**config.mk**
```make
export PLATFORM = sky130hd
export DESIGN_NAME = timer_slot_deadline_queue
export DESIGN_NICKNAME = d
export VERILOG_FILES = /design/src/tsdq_pkg.sv /design/src/tsdq_cmp.sv /design/src/timer_slot_deadline_queue.sv
export SDC_FILE = /design/constraint.sdc
export NUM_CORES = 2
export LEC_CHECK = 0
export ABC_AREA = 1
export BUFFER_PORTS_ARGS = -buffer_cell sky130_fd_sc_hd__buf_2
export CORE_ASPECT_RATIO = 0.7
export CORE_MARGIN = 3
export CORE_UTILIZATION = 55
export CTS_BUF_LIST = sky130_fd_sc_hd__clkbuf_16
export DETAILED_ROUTE_END_ITERATION = 10
export PLACE_DENSITY = 0.74
export SLEW_MARGIN = 20
export SYNTH_ARGS = -nofsm -noshare
export SYNTH_HDL_FRONTEND = slang
export SYNTH_SLANG_ARGS = --single-unit
```
**constraint.sdc**
```tcl
create_clock -name clk -period 6.41 [get_ports clk]
set_clock_uncertainty 0.1 [all_clocks]
set_input_delay 0.9615 -clock clk [delete_from_list [all_inputs] [get_ports clk]]
set_output_delay 0.9615 -clock clk [all_outputs]
set_load 0.05 [all_outputs]
```
**src/tsdq_pkg.sv**
```systemverilog
`default_nettype none

package tsdq_pkg;

    localparam int SLOTS_DEF     = 16;
    localparam int TIME_BITS_DEF = 48;
    localparam int WAIT_BITS_DEF = 32;

    localparam int SLOT_W      = 4;
    localparam int WAIT_W      = 32;
    localparam int FIRE_TIME_W = 48;

    // expiries emitted per tick at most
    localparam int MAX_FIRE   = 16;
    localparam int FIRE_CNT_W = 5;

    localparam logic [1:0] OP_SET  = 2'd0;
    localparam logic [1:0] OP_STOP = 2'd1;
    localparam logic [1:0] OP_TICK = 2'd2;

    typedef struct packed {
        logic [1:0]        op;
        logic [SLOT_W-1:0] slot;
        logic [WAIT_W-1:0] wait_req;
        logic              no_expiry;
        logic              only_if_sooner;
    } cmd_t;

    typedef struct packed {
        logic [SLOT_W-1:0]      fired_slot;
        logic [FIRE_TIME_W-1:0] fire_time;
        logic                   last;
    } result_t;

    typedef struct packed {
        logic lt;
        logic eq;
    } cmp_t;

endpackage

`default_nettype wire

```
**src/tsdq_cmp.sv**
```systemverilog
`default_nettype none

// shared magnitude comparator: a against b
module tsdq_cmp #(
    parameter int W = tsdq_pkg::TIME_BITS_DEF
) (
    input  wire logic [W-1:0] a,
    input  wire logic [W-1:0] b,
    output tsdq_pkg::cmp_t    flags
);
    import tsdq_pkg::*;

    always_comb
    begin
        flags.lt = a < b;
        flags.eq = a == b;
    end

endmodule

`default_nettype wire

```
**src/timer_slot_deadline_queue.sv**
```systemverilog
`default_nettype none

// Timer slot deadline queue. Items enter on start while busy is low; results leave on fire,
// one cycle each, and cannot be held off. A stop, a set without expiry, or an undefined op
// is done in the accept cycle and leaves busy low. A set with expiry does the saturating
// deadline add and the read of the old deadline on accept, then in ST_SET one compare on
// the shared comparator and the write. A tick scans the deadline memory through its single
// read port with one comparator, one slot a cycle; each pass picks the next expiry. A tick
// ends after the pass that finds none, or once sixteen have fired; its results come out
// one per pass, earliest deadline first, the last one flagged.
module timer_slot_deadline_queue #(
    parameter int SLOTS     = tsdq_pkg::SLOTS_DEF,
    parameter int TIME_BITS = tsdq_pkg::TIME_BITS_DEF,
    parameter int WAIT_BITS = tsdq_pkg::WAIT_BITS_DEF
) (
    input  wire logic              clk,
    input  wire logic              rst_n,
    input  wire logic              start,
    input  wire tsdq_pkg::cmd_t    cmd,
    output logic                   busy,
    output logic                   fire,
    output tsdq_pkg::result_t      result
);
    import tsdq_pkg::*;

    localparam int SIDX_W = (SLOTS > 1) ? $clog2(SLOTS) : 1;
    localparam int CNT_W  = $clog2(SLOTS + 1);
    localparam int SUM_W  = ((TIME_BITS > WAIT_W) ? TIME_BITS : WAIT_W) + 1;
    localparam logic [WAIT_W-1:0] WAIT_MASK =
        (WAIT_BITS >= WAIT_W) ? {WAIT_W{1'b1}} : WAIT_W'((64'd1 << WAIT_BITS) - 64'd1);
    localparam logic [TIME_BITS-1:0] TIME_MAX = {TIME_BITS{1'b1}};

    typedef enum logic [4:0] {
        ST_IDLE  = 5'b00001,
        ST_SET   = 5'b00010,
        ST_SCAN  = 5'b00100,
        ST_PEND  = 5'b01000,
        ST_FLUSH = 5'b10000
    } state_t;

    state_t                  state_reg, state_next;
    logic [TIME_BITS-1:0]    now_reg, now_next;
    logic [SLOTS-1:0]        armed_reg, armed_next;
    logic [TIME_BITS-1:0]    dl_reg, dl_next;
    logic [SIDX_W-1:0]       set_idx_reg, set_idx_next;
    logic                    sooner_reg, sooner_next;
    logic [CNT_W-1:0]        cnt_reg, cnt_next;
    logic                    cmp_vld_reg, cmp_vld_next;
    logic [SIDX_W-1:0]       cmp_idx_reg, cmp_idx_next;
    logic                    found_reg, found_next;
    logic [SIDX_W-1:0]       best_idx_reg, best_idx_next;
    logic [TIME_BITS-1:0]    best_dl_reg, best_dl_next;
    logic                    pend_reg, pend_next;
    logic [SIDX_W-1:0]       pend_idx_reg, pend_idx_next;
    logic [FIRE_CNT_W-1:0]   sel_cnt_reg, sel_cnt_next;
    logic                    fire_reg, fire_next;
    result_t                 result_reg, result_next;

    logic [TIME_BITS-1:0]    dl_mem [SLOTS];
    logic [TIME_BITS-1:0]    rd_data_reg;
    logic [SIDX_W-1:0]       rd_addr;
    logic                    mem_we;

    logic                    accept;
    logic                    in_range;
    logic [SIDX_W+SLOT_W-1:0] in_idx_ext;
    logic [SIDX_W-1:0]       in_idx;
    logic [SUM_W-1:0]        sum;
    logic [TIME_BITS-1:0]    sat_dl;
    logic [TIME_BITS-1:0]    cmp_b;
    cmp_t                    cmp_flags;
    logic                    hit;
    logic [SIDX_W+SLOT_W-1:0] pend_slot_ext;
    logic [FIRE_TIME_W+TIME_BITS-1:0] ft_ext;

    assign busy   = state_reg != ST_IDLE;
    assign accept = start && !busy;
    assign fire   = fire_reg;
    assign result = result_reg;

    assign in_range   = 32'(cmd.slot) < SLOTS;
    assign in_idx_ext = {{SIDX_W{1'b0}}, cmd.slot};
    assign in_idx     = in_idx_ext[SIDX_W-1:0];

    assign sum    = SUM_W'(now_reg) + SUM_W'(cmd.wait_req & WAIT_MASK);
    assign sat_dl = (|(sum >> TIME_BITS)) ? TIME_MAX : sum[TIME_BITS-1:0];

    assign pend_slot_ext = {{SLOT_W{1'b0}}, pend_idx_reg};
    assign ft_ext        = {{FIRE_TIME_W{1'b0}}, now_reg};

    assign cmp_b = (state_reg == ST_SET) ? dl_reg : (found_reg ? best_dl_reg : now_reg);

    tsdq_cmp #(
        .W (TIME_BITS)
    ) u_cmp (
        .a     (rd_data_reg),
        .b     (cmp_b),
        .flags (cmp_flags)
    );

    // first hit is due (at or before now), later ones must beat the best so far
    assign hit = found_reg ? cmp_flags.lt : (cmp_flags.lt || cmp_flags.eq);

    always_comb
    begin
        state_next    = state_reg;
        now_next      = now_reg;
        armed_next    = armed_reg;
        dl_next       = dl_reg;
        set_idx_next  = set_idx_reg;
        sooner_next   = sooner_reg;
        cnt_next      = cnt_reg;
        cmp_vld_next  = 1'b0;
        cmp_idx_next  = cnt_reg[SIDX_W-1:0];
        found_next    = found_reg;
        best_idx_next = best_idx_reg;
        best_dl_next  = best_dl_reg;
        pend_next     = pend_reg;
        pend_idx_next = pend_idx_reg;
        sel_cnt_next  = sel_cnt_reg;
        fire_next     = 1'b0;
        result_next   = result_reg;
        rd_addr       = set_idx_reg;
        mem_we        = 1'b0;

        unique case (state_reg)
            ST_IDLE:
            begin
                rd_addr = in_idx;
                if (accept)
                begin
                    unique case (cmd.op)
                        OP_SET:
                        begin
                            if (in_range)
                            begin
                                if (cmd.no_expiry)
                                begin
                                    if (!cmd.only_if_sooner)
                                        armed_next[in_idx] = 1'b0;
                                end
                                else
                                begin
                                    dl_next      = sat_dl;
                                    set_idx_next = in_idx;
                                    sooner_next  = cmd.only_if_sooner;
                                    state_next   = ST_SET;
                                end
                            end
                        end
                        OP_STOP:
                        begin
                            if (in_range)
                                armed_next[in_idx] = 1'b0;
                        end
                        OP_TICK:
                        begin
                            if (now_reg != TIME_MAX)
                                now_next = now_reg + TIME_BITS'(1);
                            cnt_next     = '0;
                            found_next   = 1'b0;
                            pend_next    = 1'b0;
                            sel_cnt_next = '0;
                            state_next   = ST_SCAN;
                        end
                        default:
                        begin
                        end
                    endcase
                end
            end
            ST_SET:
            begin
                // old deadline at or below new one blocks a sooner-only set
                if (!(sooner_reg && armed_reg[set_idx_reg]
                      && (cmp_flags.lt || cmp_flags.eq)))
                begin
                    mem_we                  = 1'b1;
                    armed_next[set_idx_reg] = 1'b1;
                end
                state_next = ST_IDLE;
            end
            ST_SCAN:
            begin
                rd_addr = cnt_reg[SIDX_W-1:0];
                if (cnt_reg < CNT_W'(SLOTS))
                begin
                    cmp_vld_next = 1'b1;
                    cnt_next     = cnt_reg + CNT_W'(1);
                end
                if (cmp_vld_reg)
                begin
                    if (armed_reg[cmp_idx_reg] && hit)
                    begin
                        found_next    = 1'b1;
                        best_idx_next = cmp_idx_reg;
                        best_dl_next  = rd_data_reg;
                    end
                    if (cmp_idx_reg == SIDX_W'(SLOTS - 1))
                        state_next = ST_PEND;
                end
            end
            ST_PEND:
            begin
                fire_next              = pend_reg;
                result_next.fired_slot = pend_slot_ext[SLOT_W-1:0];
                result_next.fire_time  = ft_ext[FIRE_TIME_W-1:0];
                result_next.last       = !found_reg;
                if (found_reg)
                begin
                    armed_next[best_idx_reg] = 1'b0;
                    pend_next                = 1'b1;
                    pend_idx_next            = best_idx_reg;
                    sel_cnt_next             = sel_cnt_reg + FIRE_CNT_W'(1);
                    cnt_next                 = '0;
                    found_next               = 1'b0;
                    if (sel_cnt_next == FIRE_CNT_W'(MAX_FIRE))
                        state_next = ST_FLUSH;
                    else
                        state_next = ST_SCAN;
                end
                else
                begin
                    state_next = ST_IDLE;
                end
            end
            ST_FLUSH:
            begin
                fire_next              = 1'b1;
                result_next.fired_slot = pend_slot_ext[SLOT_W-1:0];
                result_next.fire_time  = ft_ext[FIRE_TIME_W-1:0];
                result_next.last       = 1'b1;
                state_next             = ST_IDLE;
            end
            default:
            begin
                state_next = ST_IDLE;
            end
        endcase
    end

    always_ff @(posedge clk)
    begin
        if (mem_we)
            dl_mem[set_idx_reg] <= dl_reg;
        rd_data_reg <= dl_mem[rd_addr];
    end

    always_ff @(posedge clk or negedge rst_n)
    begin
        if (!rst_n)
        begin
            state_reg   <= ST_IDLE;
            now_reg     <= '0;
            armed_reg   <= '0;
            cmp_vld_reg <= 1'b0;
            found_reg   <= 1'b0;
            pend_reg    <= 1'b0;
            sel_cnt_reg <= '0;
            cnt_reg     <= '0;
            fire_reg    <= 1'b0;
        end
        else
        begin
            state_reg   <= state_next;
            now_reg     <= now_next;
            armed_reg   <= armed_next;
            cmp_vld_reg <= cmp_vld_next;
            found_reg   <= found_next;
            pend_reg    <= pend_next;
            sel_cnt_reg <= sel_cnt_next;
            cnt_reg     <= cnt_next;
            fire_reg    <= fire_next;
        end
    end

    always_ff @(posedge clk)
    begin
        dl_reg       <= dl_next;
        set_idx_reg  <= set_idx_next;
        sooner_reg   <= sooner_next;
        cmp_idx_reg  <= cmp_idx_next;
        best_idx_reg <= best_idx_next;
        best_dl_reg  <= best_dl_next;
        pend_idx_reg <= pend_idx_next;
        result_reg   <= result_next;
    end

    a_fire_from_pass_end: assert property (@(posedge clk) disable iff (!rst_n)
        fire |-> ($past(state_reg) == ST_PEND || $past(state_reg) == ST_FLUSH))
        else $error("result outside pass end");

    a_last_closes_tick: assert property (@(posedge clk) disable iff (!rst_n)
        (fire && result.last) |=> !fire)
        else $error("result after last");

    a_fired_disarmed: assert property (@(posedge clk) disable iff (!rst_n)
        fire |-> !armed_reg[pend_idx_reg])
        else $error("fired slot still armed");

    a_sel_cap: assert property (@(posedge clk) disable iff (!rst_n)
        sel_cnt_reg <= FIRE_CNT_W'(MAX_FIRE))
        else $error("too many expiries in one tick");

    a_set_quiet: assert property (@(posedge clk) disable iff (!rst_n)
        (state_reg == ST_SET) |-> !fire)
        else $error("result during set");

endmodule

`default_nettype wire
```
==> impl_metrics.py <==
metrics = {
    "clock_tree": {
        "clk_pin_slew_ns": 0.07,
        "cts_root_buf": "clkbuf_16",
        "cts_sinks": 1065,
        "cts_made_buffers": 98,
        "hold_buffers": 0,
        "cts.htree.levels": 3,
        "insertion_delay_ns": 0.71,
        "cts_tree": "done",
        "clockBufferDepth": 3,
    },
    "floorplan": {
        "die_area_mm2": 0.09212,
        "die_w_um": 361.5,
        "start_util_pct": 55.96,
        "rows": 90,
        "core_area_mm2": 0.08693,
        "io_pins": 98,
        "fp.dieH_um": 254.8,
    },
    "worst_setup_path": {
        "cp_max_fo": 52,
        "setup.worst_path.start_class": "flip-flop",
        "critical_path_required_ns": 6.62,
        "critPathArrivalTime_ns": 6.17,
        "cp-end-kind": "flip-flop",
        "crit_type": "reg2reg",
    },
    "synth": {
        "synth_edf_count": 930,
        "syn_nets": 4992,
        "synthArstFlopShare_pct": 7.793,
        "ys_seq_area_share_pct": 63.81,
        "yosysWarnings": 0,
        "synth_flop_cell": "edfxtp_1",
        "syn_area_mm2": 0.04865,
        "ys_ff_latch": 1065,
        "synth_cell_types": 50,
        "synth.avg_cell_area_um2": 10.00,
        "syn_inst": 4865,
    },
    "global_routing": {
        "grt_max_degree": 168,
        "grt_usage_pct": 30.97,
        "grt_pass1_wl_um": 212800,
        "grt-ovfl-total": 0,
        "antenna_found_initial": 3,
        "first_global_vias": 33313,
    },
    "timing": {
        "worst_pin_slew_ns": 1.231,
        "fmax_ghz": 0.1679,
        "rsz0062_at_grt": "false",
        "setup_viol": 0,
        "layout_min_cycle_time_ns": 5.956,
        "slew_headroom_pct": 17.19,
        "holdWs_ns": 0.08534,
        "hold_violations": 0,
        "fin_crit_sh_pct": 92.92,
        "drv_slew": 0,
        "setup_tns_ns": 0,
    },
    "finish": {
        "syn_to_final_growth_pct": 10.39,
        "largest_reg_flops": 768,
        "fin_util_pct": 61.78,
        "final_cell_mix": "nand2_1 (1486), edfxtp_1 (930), inv_1 (626)",
        "drive_above_1_share_pct": 7.862,
        "final_common_cell": "nand2_1",
        "layout.nets": 5081,
    },
    "power": {
        "power-per-cell-area_mw_per_mm2": 413.8,
        "clock_power_share_pct": 25.8,
        "swShare_pct": 39.74,
        "ir_drop_uv": 428.0,
        "p_int_uw": 13390,
        "power.switching_uw": 8832,
        "p_seq_share_pct": 38.6,
        "p_comb_share_pct": 35.6,
        "leakagePower_uw": 0.02188,
    },
    "status": {
        "status": "finished, final reports clean",
    },
    "drt": {
        "drc": 0,
        "routed_wl_um": 143700,
        "drtAntennaViolNets": 0,
        "drt_first_pass_iters": 7,
        "avgRoutedWirePerCell_um": 23.22,
        "vias": 36210,
        "viasPerCell": 5.851,
        "drt_iter0_drc": 5385,
    },
    "worst_hold_path": {
        "hp-class": "in2async",
    },
    "job": {
        "cap_viol_max_count": 0,
    },
    "place": {
        "gp_congestion": 1.022,
        "dp_hpwl_um": 93200,
        "port_buffers": 97,
    },
}
==> layout make-up <==
cell class                      count  area [um2]
Clock inverter                     84       609.3
Fill cell                        6996       33230
Antenna cell                        2       5.005
Inverter                          615        2328
Clock buffer                       99        2477
Tap cell                         1150        1439
Timing Repair Buffer              190        1349
Multi-Input combinational cell   2984       14450
Sequential cell                  1065       31050
==> cell families (layout without fill, tap and decap cells) <==
| family | Yosys count | after routing | share of synthesized area [%] |
|---|---|---|---|
| buf+inv | 816 | 988 | 6.867 |
| other cells | 0 | 2 | 0 |
| xor+xnor | 59 | 59 | 1.062 |
| simple gates | 2414 | 2414 | 20.73 |
| fa+ha+maj | 84 | 84 | 2.176 |
| compound gates | 427 | 427 | 5.352 |
| flops | 1065 | 1065 | 63.81 |
==> metal layers <==
| layer | track usage [%] | wire [um] | up-vias |
|---|---|---|---|
| li1 | - | - | 16459 |
| met1 | 46.39 | 60210 | 17324 |
| met2 | 43.72 | 60010 | 2152 |
| met3 | 9.642 | 19360 | 267 |
| met4 | 8.539 | 3954 | 8 |
| met5 | 1.006 | 152 | - |
==> synthesized netlist by cell type (3+ instances only) <==
cell,instances,area share [%]
nand2_1,1487,11
buf_6,7,0.16
nand3_2,3,0.062
buf_4,18,0.28
a22oi_1,9,0.14
buf_1,9,0.069
or2_2,12,0.15
a31oi_1,5,0.064
inv_2,11,0.085
nand2_2,4,0.051
a21boi_0,3,0.046
o21ai_1,23,0.24
nor2_2,5,0.064
xor2_1,52,0.94
a21oi_1,94,0.97
nor4_1,10,0.13
o21ai_0,127,1.3
o211ai_1,134,2.1
o21bai_1,5,0.077
nor3_1,51,0.52
nand4_1,26,0.33
buf_2,126,1.3
o311ai_0,6,0.11
nor3b_1,3,0.046
nor3_2,3,0.062
nor2_1,235,1.8
dfxtp_1,52,2.1
nand3_1,567,5.8
edfxtp_1,930,57
dfrtp_1,82,4.2
clkbuf_1,41,0.32
o21a_1,6,0.093
o22ai_1,5,0.064
inv_1,604,4.7
ha_1,83,2.1
xnor2_1,7,0.13
==> what timing repair did <==
action,4_1_cts,5_1_grt
hold endpoints to repair,0,0
endpoints found under the setup margin,0,399
buffers inserted,0,29
gates resized for setup,0,1
==> power groups by stage <==
| stage | Clock, uW | Combinational, uW | Sequential [uW] |
|---|---|---|---|
| 2_1_floorplan | 0 | 5470 | 8380 |
| 3_3_place_gp | 0 | 7580 | 8690 |
| 3_5_place_dp | 0 | 7700 | 8690 |
| 4_1_cts | 5780 | 7780 | 8550 |
| 5_1_grt | 6040 | 8710 | 8590 |
| 6_report | 5730 | 7910 | 8580 |
==> worst paths after layout <==
kind / startpoint / end / slack, ns / cells past startpoint
min in group clk: pend_idx_reg[1] / result[50] / 0.32 / 0
worst min-delay path: rst_n / sel_cnt_reg[2] / 0.09 / 1
max in group asynchronous: rst_n / now_reg[31] / 4.94 / 2
worst max-delay path: state_reg[3] / dl_mem[5][18] / 0.45 / 20
worst max register to register: state_reg[3] / dl_mem[5][18] / 0.45 / 20
worst min register to register: pend_idx_reg[1] / result[50] / 0.32 / 0
==> through the flow <==
stage               setup WS, ns  instance area (um2)  cells  total power, uW
finish                    0.4538                53710   6189            22220
global route              0.1970                53700   6187            23340
CTS                       0.5724                53400   6158            22100
detailed placement        0.6287                50310   5975            16390
global placement          0.7117                50310   5975            16280
floorplan                -0.2446                48660   4865            13850
==> critical path, cell delays in order (launching register included) <==
cell,delay (ns)
dfrtp_1,0.43
nor2_2,0.16
inv_1,0.06
nor2_1,0.17
clkinv_2,0.59
o211ai_1,0.29
o21ai_0,0.14
ha_1,0.34
nand2_1,0.06
inv_1,0.06
nand3_1,0.08
nor3_1,0.32
nand2_1,0.22
nor2_1,0.34
nand2_1,0.09
nand3_1,0.10
nand2_1,0.14
nand2_1,0.17
clkinvlp_4,0.53
nor2_4,0.24
buf_4,0.76
No activity file was read; power rests on OpenSTA's default activity.
